===== config.mk =====
export PLATFORM = sky130hd
export DESIGN_NAME = pidfd_serial_unit
export DESIGN_NICKNAME = d
export VERILOG_FILES = /design/src/rtl/pidfd_pkg.sv /design/src/rtl/pidfd_serial_unit.sv
export SDC_FILE = /design/constraint.sdc
export NUM_CORES = 1
export LEC_CHECK = 0
export ABC_AREA = 1
export BUFFER_PORTS_ARGS = -buffer_cell sky130_fd_sc_hd__buf_2
export CAP_MARGIN = 40
export CORE_ASPECT_RATIO = 1.25
export CORE_UTILIZATION = 30
export CTS_CLUSTER_DIAMETER = 150
export DETAILED_ROUTE_END_ITERATION = 12
export SYNTH_ARGS = -nofsm -noshare
export SYNTH_HDL_FRONTEND = slang
export SYNTH_SLANG_ARGS = --single-unit

===== constraint.sdc =====
create_clock -name clk -period 12.4 [get_ports clk]
set_input_delay 0.62 -clock clk [delete_from_list [all_inputs] [get_ports clk]]
set_output_delay 0.62 -clock clk [all_outputs]
set_load 0.005 [all_outputs]

===== src/rtl/pidfd_pkg.sv =====
package pidfd_pkg;

  localparam int FRAC_BITS_DEF = 16;
  localparam int ACC_WIDTH_DEF = 48;
  localparam int DATA_W        = 32;
  localparam int MS_W          = 16;
  localparam int CFG_IDX_W     = 2;

  localparam logic [CFG_IDX_W-1:0] REG_KP = 2'd0;
  localparam logic [CFG_IDX_W-1:0] REG_KI = 2'd1;
  localparam logic [CFG_IDX_W-1:0] REG_KD = 2'd2;

  // Operation handed to the serial arithmetic unit.
  localparam logic [1:0] OP_MUL = 2'd0;
  localparam logic [1:0] OP_DIV = 2'd1;

  typedef struct packed {
    logic       start;
    logic [1:0] op;
  } ser_ctl_t;

  typedef struct packed {
    logic busy;
    logic done;
  } ser_sts_t;

  function automatic logic signed [DATA_W-1:0] sat32(input logic signed [127:0] x);
    logic signed [127:0] hi;
    logic signed [127:0] lo;
    begin
      hi = 128'sd2147483647;
      lo = -128'sd2147483648;
      if (x > hi) sat32 = 32'sh7fffffff;
      else if (x < lo) sat32 = 32'sh80000000;
      else sat32 = x[DATA_W-1:0];
    end
  endfunction

endpackage


===== src/rtl/pidfd_serial_unit.sv =====
// Shift-add multiplier and restoring divider on magnitudes, one bit per cycle.
module pidfd_serial_unit (
  input  logic                  clk,
  input  logic                  rst_n,
  input  pidfd_pkg::ser_ctl_t   ctl,
  input  logic [95:0]           opa,
  input  logic [95:0]           opb,
  output pidfd_pkg::ser_sts_t   sts,
  output logic [127:0]          res
);
  import pidfd_pkg::*;

  logic         busy_r, busy_nxt;
  logic         done_r, done_nxt;
  logic [1:0]   op_r, op_nxt;
  logic [6:0]   cnt_r, cnt_nxt;
  logic [127:0] acc_r, acc_nxt;
  logic [95:0]  a_r, a_nxt;
  logic [95:0]  b_r, b_nxt;
  logic [96:0]  rem_try;

  always_comb begin
    busy_nxt = busy_r;
    done_nxt = 1'b0;
    op_nxt   = op_r;
    cnt_nxt  = cnt_r;
    acc_nxt  = acc_r;
    a_nxt    = a_r;
    b_nxt    = b_r;
    rem_try  = '0;
    if (ctl.start) begin
      busy_nxt = 1'b1;
      op_nxt   = ctl.op;
      cnt_nxt  = '0;
      acc_nxt  = '0;
      a_nxt    = opa;
      b_nxt    = opb;
    end else if (busy_r) begin
      unique case (op_r)
        OP_MUL: begin
          // Multiplier bits come from a right shift register, one per cycle.
          if (b_r[0]) acc_nxt = acc_r + {32'd0, a_r};
          a_nxt   = {a_r[94:0], 1'b0};
          b_nxt   = {1'b0, b_r[95:1]};
        end
        default: begin
          // acc holds remainder high, quotient low (64 quotient bits).
          rem_try = {32'd0, acc_r[127:64], a_r[95]} - {33'd0, b_r[63:0]};
          if (!rem_try[96]) begin
            acc_nxt = {rem_try[63:0], acc_r[62:0], 1'b1};
          end else begin
            acc_nxt = {acc_r[126:64], a_r[95], acc_r[62:0], 1'b0};
          end
          a_nxt = {a_r[94:0], 1'b0};
        end
      endcase
      cnt_nxt = cnt_r + 7'd1;
      if (cnt_r == 7'd95) begin
        busy_nxt = 1'b0;
        done_nxt = 1'b1;
      end
    end
  end

  always_ff @(posedge clk) begin
    if (!rst_n) begin
      busy_r <= 1'b0;
      done_r <= 1'b0;
    end else begin
      busy_r <= busy_nxt;
      done_r <= done_nxt;
    end
    op_r  <= op_nxt;
    cnt_r <= cnt_nxt;
    acc_r <= acc_nxt;
    a_r   <= a_nxt;
    b_r   <= b_nxt;
  end

  assign sts.busy = busy_r;
  assign sts.done = done_r;
  assign res      = acc_r;

  a_done_after_busy: assert property (@(posedge clk) disable iff (!rst_n)
    done_r |-> $past(busy_r)) else $error("done without busy");
  a_no_start_busy: assert property (@(posedge clk) disable iff (!rst_n)
    ctl.start |-> !busy_r) else $error("start while busy");
  a_done_idle: assert property (@(posedge clk) disable iff (!rst_n)
    done_r |-> !busy_r) else $error("done while busy");

endmodule


* Yosys cells after proc, flatten, opt, wreduce, memory -nomap -nowiden
Cells that the tools add are included. W data, S select, Z words.
Cells by class: reductions and logical operators 6, $add $sub $neg 3, equality and inequality tests 2, mux-type cells 12, bitwise gates (word level) 2
Operator list (count):
- $mux W96 | 5
- $mux W128 | 3
- $add A128 B96 Y128 | 1
- $sub A65 B64 Y66 | 1
- $add A7 B1 Y7 const B | 1
- $eq A7 B7 Y1 const B | 1
- $mux W1 | 4
- $reduce_and A2 Y1 | 2
- $reduce_bool A2 Y1 | 2
- $reduce_or A3 Y1 | 1
- $logic_not A2 Y1 | 1
- $ne A2 B2 Y1 const B | 1
- $not A1 Y1 | 2
Storage, ports and cells: register bits 331, word-level logic and storage cells 32

* Logic depth before layout (Yosys ltp)
Gate-level depths: netlist (run 1).
word-level depth 4, mapped depth 20, gate-level depth less buffers 20

* Worst setup path after synthesis (run 1)
Ideal clock, no wire load.
kind register -> register, start register op_r[1], end register b_r[0] (enable), required time 11.717 ns, data arrival time 8.150 ns, setup time 0.683 ns, setup slack 3.566 ns, stages on the path, launching flop included 7, path buffers 3, cell sequence edfxtp_1 > nor2_1 > inv_1 > clkbuf_1 > clkbuf_1 > clkbuf_1 > o21ai_0
On the way: word-level cells in the longest chain between the ends 3
Ends and longest elaborated chain:
- start, declared | RTL line pidfd_serial_unit.sv:15 | logic [1:0] op_r, op_nxt;
- start signal, assigned | RTL line pidfd_serial_unit.sv:73 | op_r <= op_nxt;
- $logic_not A2 Y1 | RTL line pidfd_serial_unit.sv:39 | unique case (op_r)
- $reduce_bool A2 Y1 (no source line)
- $reduce_and A2 Y1 (no source line)
- end signal, assigned | RTL line pidfd_serial_unit.sv:77 | b_r <= b_nxt;
- end, declared | RTL line pidfd_serial_unit.sv:19 | logic [95:0] b_r, b_nxt;
No other way between the ends. A chain may end at the register's enable or synchronous reset.

* Worst setup path after layout (run 1)
start register acc_r[121] (netlist: res[121]), end register acc_r[105] (netlist: res[105])
On the way: word-level cells in the longest chain between the ends 3
Ends and longest elaborated chain:
- start, declared | RTL line pidfd_serial_unit.sv:17 | logic [127:0] acc_r, acc_nxt;
- start signal, assigned | RTL line pidfd_serial_unit.sv:75 | acc_r <= acc_nxt;
- $sub A65 B64 Y66 | RTL line pidfd_serial_unit.sv:48 | rem_try = {32'd0, acc_r[127:64], a_r[95]} - {33'd0, b_r[63:0]};
- $mux W128 | RTL line pidfd_serial_unit.sv:49 | if (!rem_try[96]) begin
- $mux W128 | RTL line pidfd_serial_unit.sv:39
No other way between the ends.

==> impl_results.md, run 1 <==
* Most frequent cells in the layout: 2257 x nand2_1, 1001 x inv_1, 656 x nor2_1, 325 x buf_2, 284 x nand3_1
* Sequential fraction of the synthesis area at 26.7%
* Clock Sinks at 331
* Peak supply drop at 0.0000982 V
* DR pass1 iterations at 6
* Clk Latency, worst-skew pair at 640 ps
* Clk root buf: clkbuf_16
* Post-synth net total at 6021
* Slew HR at 38.5%
* Pwr dens at 110 nW/um^2
* Hold/Removal Path Class: in2reg
* Initial DRC count at 2560
* Antenna-violating nets left at 0
* Final Power at 4.04 mW
* Clock transition at the registers of the reported paths at 60 ps
* TritonCTS buffer count at 42
* Yosys cell types at 41
* Filler cells at 12100
* Fin area at 36600 sq um
* H-tree depth at 2
* Multi-input logic area at 19200 sq um
* Post-CTS sizing at 0
* Mapped Area at 32200 sq um
* Endpoints failing setup at 0
* Top cells by area, synth: nand2_1 26%, edfxtp_1 18%, inv_1 12%
* Most used cell, CP: nand2_1
* Die X-Extent at 295 um
* Worst path cell trace: ha_1 > nand2_1 > inv_1 > nand2_1 > inv_1 > nand2_1 > o21bai_1 > nand2_1 > a21oi_4 > buf_4 > nand2_4 > nor2_2 > buf_4 > nand2_1 > nand2_1 > nor2_1 > a21oi_1
* Gpl congestion at 1.05
* Cts hold-fix bufs at 0
* Via/cell ratio at 4.76
* Largest net degree at the start of global routing at 142
* DRC at 0
* WP buf/inv at 4
* Setup_tns at 0 ps
* Post-synthesis area per instance at 5.68 sq um
* Max clock buf depth at 3
* Register area at 8570 sq um
* Core Box Area at 106000 sq um
* Routed wire length at 150000 um
* Slowest stage delay, CP at 610 ps
* Tightest Pin Transition at 919 ps
* Setup crit end kind: register
* Starting density of the core at 30.4%
* Initial antenna violation count at 0
* RSZ-0062 raised after global routing: no
* Die ar. at 108000 sq um
* Final nets at 6276
* WL per Instance at 20.4 um
* DIE HEIGHT at 368 um
* Worst setup margin at 8460 ps
* Tmin final at 3940 ps
* P&R area growth vs syn at 13.9%
* Share of cells above drive strength 1 at 7.68%
* First-pass GRT wire length at 219000 um
* Critical Path RT at 12930 ps
* Critical path fanouts, max at 66
* CTS tree: yes
* Status: completed
* Worst Skew at 60.6 ps
* Max Cap Viol at 0
* Rows at 133
* Final period utilization at 31.8%
* CP max stage cell: dfxtp_1
* Vias in the first global route at 34300
* Mapped Cells at 5661
* Post-CTS Setup Inserts at 0
* Most common cell after layout, fill and taps aside: nand2_1
* Final count of hold timing violations at 0
* Area fraction of the dominant cell type after synthesis at 26.4%
* Startpoint types: register
* CP Class: reg2reg
* LEAKAGE at 19.7 nW
* Crit path arrival time at 4480 ps
* Total track usage at 27.4%
* Setup WS pre-CTS at 8500 ps
* CP delay by family, top: simple AND/OR/NAND/NOR gates
* DP Area at 35200 sq um
* GRT overflow at 0
* Largest area contributor in the netlist: nand2_1
* Final Slew Violations at 0
* Via count at 35100
* #FFs+latches synth at 331
* Dpl hpwl at 126000 um
* IO buf count at 326
* Io pins at 327
* Max Clock Freq at 254 MHz
* Synth warnings at 0
## area by class of cell
cell class	instances	share of cell area, %
Inverter	1017	10.4
Multi-Input combinational cell	4179	52.5
Sequential cell	331	23.4
Antenna cell	1	0.00683
Tap cell	1417	4.84
Clock buffer	59	3.16
Timing Repair Buffer	345	5.06
Clock inverter	19	0.625
## per-stage QoR
stage	cells	util, %	hold WS (ps)
6_report	7368	34.7	194
3_3_place_gp	7286	33.3	486
4_1_cts	7367	34.7	163
3_5_place_dp	7289	33.3	491
2_1_floorplan	5661	-	454
5_1_grt	7367	34.7	186
## final timing paths
path                                               to             startpoint  slack, ps  cells past startpoint
worst max-delay path            res[105]$_SDFFE_PP0P_  res[121]$_SDFFE_PP0P_       8460                     17
worst min-delay path                op_r[0]$_DFFE_PP_                 ctl[0]        190                      1
worst max register to register  res[105]$_SDFFE_PP0P_  res[121]$_SDFFE_PP0P_       8460                     17
worst min register to register  cnt_r[0]$_SDFFE_PP0P_  cnt_r[0]$_SDFFE_PP0P_        500                      1
## synthesized netlist by cell type (all sizes together)
| library cell | instances |
|---|---|
| o21bai | 21 |
| o21a | 2 |
| nand3 | 292 |
| or2 | 1 |
| and2 | 9 |
| edfxtp | 194 |
| o21ai | 235 |
| buf | 40 |
| nor3 | 50 |
| fa | 2 |
| clkbuf | 94 |
| o211ai | 3 |
| nand3b | 21 |
| a31oi | 8 |
| nor4 | 10 |
| nand4 | 51 |
| inv | 1015 |
| a21boi | 7 |
| nor2 | 666 |
| a21oi | 287 |
| xor2 | 79 |
| xnor2 | 7 |
| ha | 161 |
| nand2 | 2266 |
| clkinv | 2 |
| and3 | 1 |
| dfxtp | 137 |
## worst reg2reg max path, delay by kind of cell (launching register included)
family / cells / cell delay, ps
flip-flops: 1 / 610
AND/OR/NAND/NOR: 9 / 1590
AO/OA/AOI/OAI: 3 / 400
buffers and inverters: 4 / 890
adder cells (fa/ha/maj): 1 / 380
## sequential cells by signal, summed over array words and instances, names as in the netlist
register,count
a_r,96
b_r,96
busy_r,1
cnt_r,7
done_r,1
op_r,2
res,128
## routing by layer
metal / global-route usage [%] / part of all wire, %
met5: 0 / 0
met3: 2.74 / 4.5
met4: 17.4 / 7.4
met1: 31.5 / 40
met2: 48.2 / 48
## where the power goes
group	internal, mW	switching, mW	total, mW	leakage, nW
Clock	0.706	0.563	1.27	0.661
Combinational	0.411	0.964	1.38	15.9
Sequential	1.28	0.117	1.40	3.09
Total	2.40	1.64	4.04	19.7
## cells by family (layout without fill, tap and decap cells)
| group | after synthesis | after routing | synth area share (%) |
|---|---|---|---|
| xor gates and xnor gates | 86 | 86 | 2.34 |
| and+or+nand+nor | 3367 | 3367 | 41.8 |
| adders and majority gates | 163 | 163 | 6.39 |
| DFF | 331 | 331 | 26.7 |
| other | 0 | 1 | 0 |
| AOI/OAI and AO/OA | 563 | 563 | 9.12 |
| buffers and inverters | 1151 | 1440 | 13.7 |
Note: power is estimated with default switching activity, not from simulation.
==> run 2, diff against run 1 <==
- clock period: 12.4 -> 3.3 ns (I/O delays scaled with it)
==> impl_results.md, run 2 (synthesized netlist as in run 1, its figures left out) <==
* Status: finished, violations left
* Failing checks: negative setup slack
* LEAKAGE at 21.7 nW (+10%)
* Tightest Pin Transition at 1230 ps (+314 ps)
* Hold Crit Start: ctl[2]
* Pwr dens at 397 nW/um^2 (+260%)
* DRC at 0 (unchanged)
* Gpl congestion at 1.03 (-2.0%)
* H-tree depth at 2 (unchanged)
* Layout Cells excl Fill at 7784 (+5.6%)
* Fin util at 38.4% (+3.7 points)
* Dpl hpwl at 134000 um (+6.2%)
* Worst Skew at 25.5 ps (-35.2 ps)
* Switching power total at 6.44 mW (+290%)
* DR pass1 iterations at 6 (unchanged)
* Routed wire length at 161000 um (+7.1%)
* Placed cells at 7495 (+2.8%)
* Max Cap Viol at 0 (unchanged)
* Most common cell after layout, fill and taps aside: nand2_1
* Setup crit end kind: register
* Initial antenna violation count at 5 (+5)
* Hold/Removal Path Class: in2reg
* GRT overflow at 0 (unchanged)
* RSZ-0062 raised after global routing: no
* Clock power share at 31.1% (-0.3 points)
* Via count at 37300 (+6.2%)
* Startpoint types: register
* Slew HR at 17.8% (-21 points)
* Total track usage at 29.2% (+1.8 points)
* CTS tree: yes
* Initial DRC count at 2761 (+7.9%)
* Logic pwr share at 36.8% (+2.8 points)
* Crit path arrival time at 3870 ps (-610 ps)
* Rows at 133 (unchanged)
* Max clock buf depth at 3 (unchanged)
* Die ar. at 108000 sq um (unchanged)
* Die X-Extent at 295 um (unchanged)
* Starting density of the core at 30.4% (unchanged)
* Antenna-violating nets left at 0 (unchanged)
* Io pins at 327 (unchanged)
* Vias in the first global route at 36600 (+6.8%)
* Worst hold margin at 21.1 ps (-173 ps)
* Final Slew Violations at 0 (unchanged)
* CP Class: reg2reg
* Share of power burned in registers at 32.1% (-2.5 points)
* P&R area growth vs syn at 26.0%
* Via/cell ratio at 4.79 (+0.52%)
* Tmin final at 3310 ps (-629 ps)
* DIE HEIGHT at 368 um (unchanged)
* Worst r2r dst: res[103]$_SDFFE_PP0P_
* Worst setup margin at -12.9 ps (-8470 ps)
* Int Power at 9.66 mW (+300%)
* R2R Path Start: a_r[59]$_DFFE_PP_
* Endpoints failing setup at 1 (+1)
* Filler cells at 11900 (-1.8%)
* R2R depth at 13 (-4)
* TritonCTS buffer count at 43 (+2.4%)
* Final Power at 16.1 mW (+300%)
* Critical path fanouts, max at 4 (-94%)
* Core Box Area at 106000 sq um (unchanged)
* DP Area at 36900 sq um (+4.8%)
* Most frequent cells in the layout: 2254 x nand2_1, 1001 x inv_1, 652 x nor2_1, 325 x buf_2, 283 x nand3_1
* Clk root buf: clkbuf_16
* Setup_tns at -12.9 ps (-12.9 ps)
* Max FFs per register at 128 (unchanged)
* Final count of hold timing violations at 0 (unchanged)
* Clk Latency, worst-skew pair at 620 ps (-20 ps)
* Critical Path RT at 3860 ps (-9070 ps)
* Register area at 8570 sq um (about the same)
* Share of cells above drive strength 1 at 10.8% (+3.1 points)
* Final nets at 6692 (+6.6%)
* Clock transition at the registers of the reported paths at 60 ps (about the same)
* Largest net degree at the start of global routing at 137 (-3.5%)
* Peak supply drop at 0.000401 V (+310%)
* Setup WS pre-CTS at -54.5 ps (-8550 ps)
* Hold Path Sink: b_r[18]$_DFFE_PP_
* Switching share of total power at 40.0% (-0.69 points)
* Max Clock Freq at 302 MHz (+19%)
* FF-to-FF setup slack at -10 ps (-8470 ps)
* Multi-input logic area at 19300 sq um (+0.25%)
* IO buf count at 326 (unchanged)
* WL per Instance at 20.7 um (+1.4%)
* Hold path depth at 2 (+1)
* First-pass GRT wire length at 232000 um (+6.1%)
* Clock Sinks at 331 (unchanged)
* Fin area at 40500 sq um (+11%)
* Final period utilization at 100% (+69 points)
-- run 2: how the worst max path moves through the flow --
stage,from,endpoint,depth (start not counted)
floorplan,op_r[1]$_DFFE_PP_,b_r[0]$_DFFE_PP_,6
global placement,res[65]$_SDFFE_PP0P_,res[110]$_SDFFE_PP0P_,12
detailed placement,res[65]$_SDFFE_PP0P_,res[110]$_SDFFE_PP0P_,12
CTS,res[95]$_SDFFE_PP0P_,res[116]$_SDFFE_PP0P_,16
global route,a_r[60]$_DFFE_PP_,res[103]$_SDFFE_PP0P_,13
finish,a_r[59]$_DFFE_PP_,res[103]$_SDFFE_PP0P_,13
-- run 2: repair_timing --
item	in CTS	in global routing
endpoints found under the hold margin	195	0
pin swaps	0	1
hold buffers	208	0
gates resized for setup	1	14
endpoints found under the setup margin	1	26
buffers inserted	0	1
-- run 2: routing by layer --
metal / part of all wire [%] / GRT usage, % / routed length (um)
met1: 39 / 33.1 / 63500
met5: 0.015 / 0 / 24
met4: 7.7 / 19.5 / 12400
met3: 4.6 / 3.24 / 7350
met2: 48 / 51.3 / 77600
-- run 2: cell type report --
type / count / area share, %
repair buffers: 760 / 13.9
inverters: 1017 / 9.44
clock buffers: 54 / 2.91
multi-input cells: 4179 / 47.5
clock inverters: 25 / 0.679
flip-flops and latches: 331 / 21.1
well taps: 1417 / 4.37
diodes: 1 / 0.00617
-- run 2: power by group through the flow --
| stage | Sequential (mW) | Combinational (mW) | Clock (mW) |
|---|---|---|---|
| CTS | 5.16 | 5.88 | 5.10 |
| global placement | 5.24 | 5.65 | 0 |
| detailed placement | 5.24 | 5.65 | 0 |
| global route | 5.19 | 6.50 | 5.24 |
| finish | 5.16 | 5.93 | 5.01 |
| floorplan | 5.12 | 3.36 | 0 |
-- run 2: worst max-delay path: stages, from the launching register on --
cell,delay [ps]
edfxtp_1,490
ha_1,400
nand2_1,180
nor2_1,230
buf_4,180
nand2_1,90
inv_1,80
nand2_1,90
nor2_1,540
nand3_1,270
nand3_1,150
nand3_1,160
a21oi_1,250
buf_4,150
==> run 3, diff against run 2 <==
- PLACE_DENSITY_LB_ADDON: unset -> 0.25
==> impl_results.md, run 3 (synthesized netlist as in run 1, its figures left out) <==
* Pwr dens at 394 nW/um^2 (-0.92%)
* Clock Sinks at 331 (unchanged)
* CP Class: reg2reg
* Int Power at 9.61 mW (-0.59%)
* Status: completed
* DIE HEIGHT at 368 um (unchanged)
* Antenna-violating nets left at 0 (unchanged)
* Worst Skew at 86.3 ps (+60.8 ps)
* Max Cap Viol at 0 (unchanged)
* DR pass1 iterations at 7 (+1)
* RSZ-0062 raised after global routing: no
* Initial DRC count at 2566 (-7.1%)
* DP Area at 37000 sq um (+0.32%)
* CP max stage cell: fa_1
* Final nets at 6726 (+0.51%)
* Max FFs per register at 128 (unchanged)
* Slowest stage delay, CP at 420 ps (-120 ps)
* Vias in the first global route at 36700 (+0.085%)
* Filler cells at 11900 (-0.11%)
* Routed wire length at 162000 um (+0.93%)
* Hold/Removal Path Class: in2reg
* Fin area at 40800 sq um (+0.62%)
* Most used cell, CP: nand2_1
* Startpoint types: register
* Clock transition at the registers of the reported paths at 60 ps (about the same)
* Setup_tns at 0 ps (+12.9 ps)
* Endpoints failing setup at 0 (-1)
* P&R area growth vs syn at 26.8%
* Gpl congestion at 1.06 (+3.1%)
* Critical path fanouts, max at 4 (unchanged)
* Slew HR at 43.7% (+26 points)
* DRC at 0 (unchanged)
* Share of power burned in registers at 32.0% (about the same)
* Clk root buf: clkbuf_16
* Via count at 37000 (-0.68%)
* Io pins at 327 (unchanged)
* Max clock buf depth at 3 (unchanged)
* First-pass GRT wire length at 234000 um (+0.80%)
* Share of cells above drive strength 1 at 10.9% (+0.16 points)
* LEAKAGE at 21.8 nW (+0.55%)
* Tightest Pin Transition at 844 ps (-389 ps)
* Total track usage at 29.5% (+0.31 points)
* Die X-Extent at 295 um (unchanged)
* Critical Path RT at 3870 ps (about the same)
* Final count of hold timing violations at 0 (unchanged)
* Initial antenna violation count at 3 (-2)
* Die ar. at 108000 sq um (unchanged)
* Final Slew Violations at 0 (unchanged)
* R2R depth at 16 (+3)
* GRT overflow at 0 (unchanged)
* Final period utilization at 96.1% (-4.3 points)
* Dpl hpwl at 136000 um (+1.3%)
* Hold path depth at 3 (+1)
* Switching share of total power at 40.2% (+0.17 points)
* Clock power share at 30.8% (-0.3 points)
* Worst path cell trace: ha_1 > fa_1 > nand3_1 > nand3_1 > nand2_1 > nand2_1 > nand2_1 > nand3_2 > nand2_1 > nand3_1 > buf_4 > nand2_1 > nand3_1 > nand2_1 > nand3_1 > a21oi_2
* Post-CTS Setup Inserts at 0 (unchanged)
* Largest net degree at the start of global routing at 145 (+5.8%)
* Switching power total at 6.45 mW (+0.14%)
* TritonCTS buffer count at 42 (-2.3%)
* Via/cell ratio at 4.73 (-1.1%)
* Core Box Area at 106000 sq um (unchanged)
* Max Clock Freq at 315 MHz (+4.5%)
* Most frequent cells in the layout: 2253 x nand2_1, 1001 x inv_1, 653 x nor2_1, 325 x buf_2
* Setup crit end kind: register
* IO buf count at 326 (unchanged)
* Peak supply drop at 0.000374 V (-6.8%)
* Tmin final at 3170 ps (-142 ps)
* H-tree depth at 2 (unchanged)
* CTS tree: yes
* Clk Latency, worst-skew pair at 670 ps (+50 ps)
* Crit path arrival time at 3740 ps (-130 ps)
* Logic pwr share at 37.2% (+0.4 points)
* Starting density of the core at 30.4% (unchanged)
* Most common cell after layout, fill and taps aside: nand2_1
* WL per Instance at 20.8 um (+0.49%)
* Rows at 133 (unchanged)
==> run 3: worst paths after layout <==
kind	start	end	slack, ps
max	a_r[0]$_SDFFCE_PN0P_	res[110]$_SDFFE_PP0P_	130
min	ctl[2]	b_r[9]$_DFFE_PP_	40
max reg2reg	a_r[0]$_SDFFCE_PN0P_	res[110]$_SDFFE_PP0P_	130
min reg2reg	cnt_r[0]$_SDFFE_PP0P_	cnt_r[0]$_SDFFE_PP0P_	490
==> run 3: critical path: cells and delay by family (launching register included) <==
family / cells / cell delay, ps
simple gates: 12 / 1590
buf+inv: 1 / 240
flops: 1 / 390
fa+ha+maj: 2 / 650
compound gates: 1 / 210
==> run 3: per-layer routing <==
| layer | vias to the layer above | global-route usage, % | share of wire, % |
|---|---|---|---|
| li1 | 18800 | - | - |
| met1 | 16900 | 33.0 | 39 |
| met2 | 1010 | 53.4 | 50 |
| met3 | 296 | 2.92 | 4.0 |
| met4 | 0 | 17.8 | 6.9 |
| met5 | - | 0 | 0 |
==> run 3: stage by stage <==
step	hold slack, ps	setup slack, ps	total power, mW	utilization [%]	cells
6_report	43.5	129	16.1	38.6	7818
5_1_grt	60.3	2.14	16.9	38.6	7818
4_1_cts	16.3	66.4	16.1	38.5	7816
3_5_place_dp	345	-19.5	10.9	35.1	7514
3_3_place_gp	343	-103	10.9	35.1	7514
2_1_floorplan	264	22.6	8.47	-	5661
==> run 3: what timing repair did <==
| action | in CTS | in global routing |
|---|---|---|
| hold buffers | 225 | 0 |
| gates resized for setup | 2 | 13 |
| hold endpoints to repair | 196 | 0 |
| endpoints found under the setup margin | 2 | 12 |
==> run 3: layout make-up <==
cell class / instances / area (sq um) / share of cell area, %
multi-input cells: 4179 / 19300 / 47.2
flip-flops and latches: 331 / 8570 / 21.0
repair buffers: 795 / 5910 / 14.5
inverters: 1017 / 3830 / 9.38
well taps: 1417 / 1770 / 4.35
clock buffers: 54 / 1140 / 2.79
clock inverters: 23 / 293 / 0.718
diodes: 2 / 5.00 / 0.0123
==> run 3: power groups by stage <==
stage	combinational (mW)	sequential [mW]	clock, mW
floorplan	3.36	5.12	0
global placement	5.71	5.21	0
detailed placement	5.71	5.22	0
CTS	5.96	5.14	5.05
global route	6.59	5.17	5.15
finish	5.98	5.14	4.94
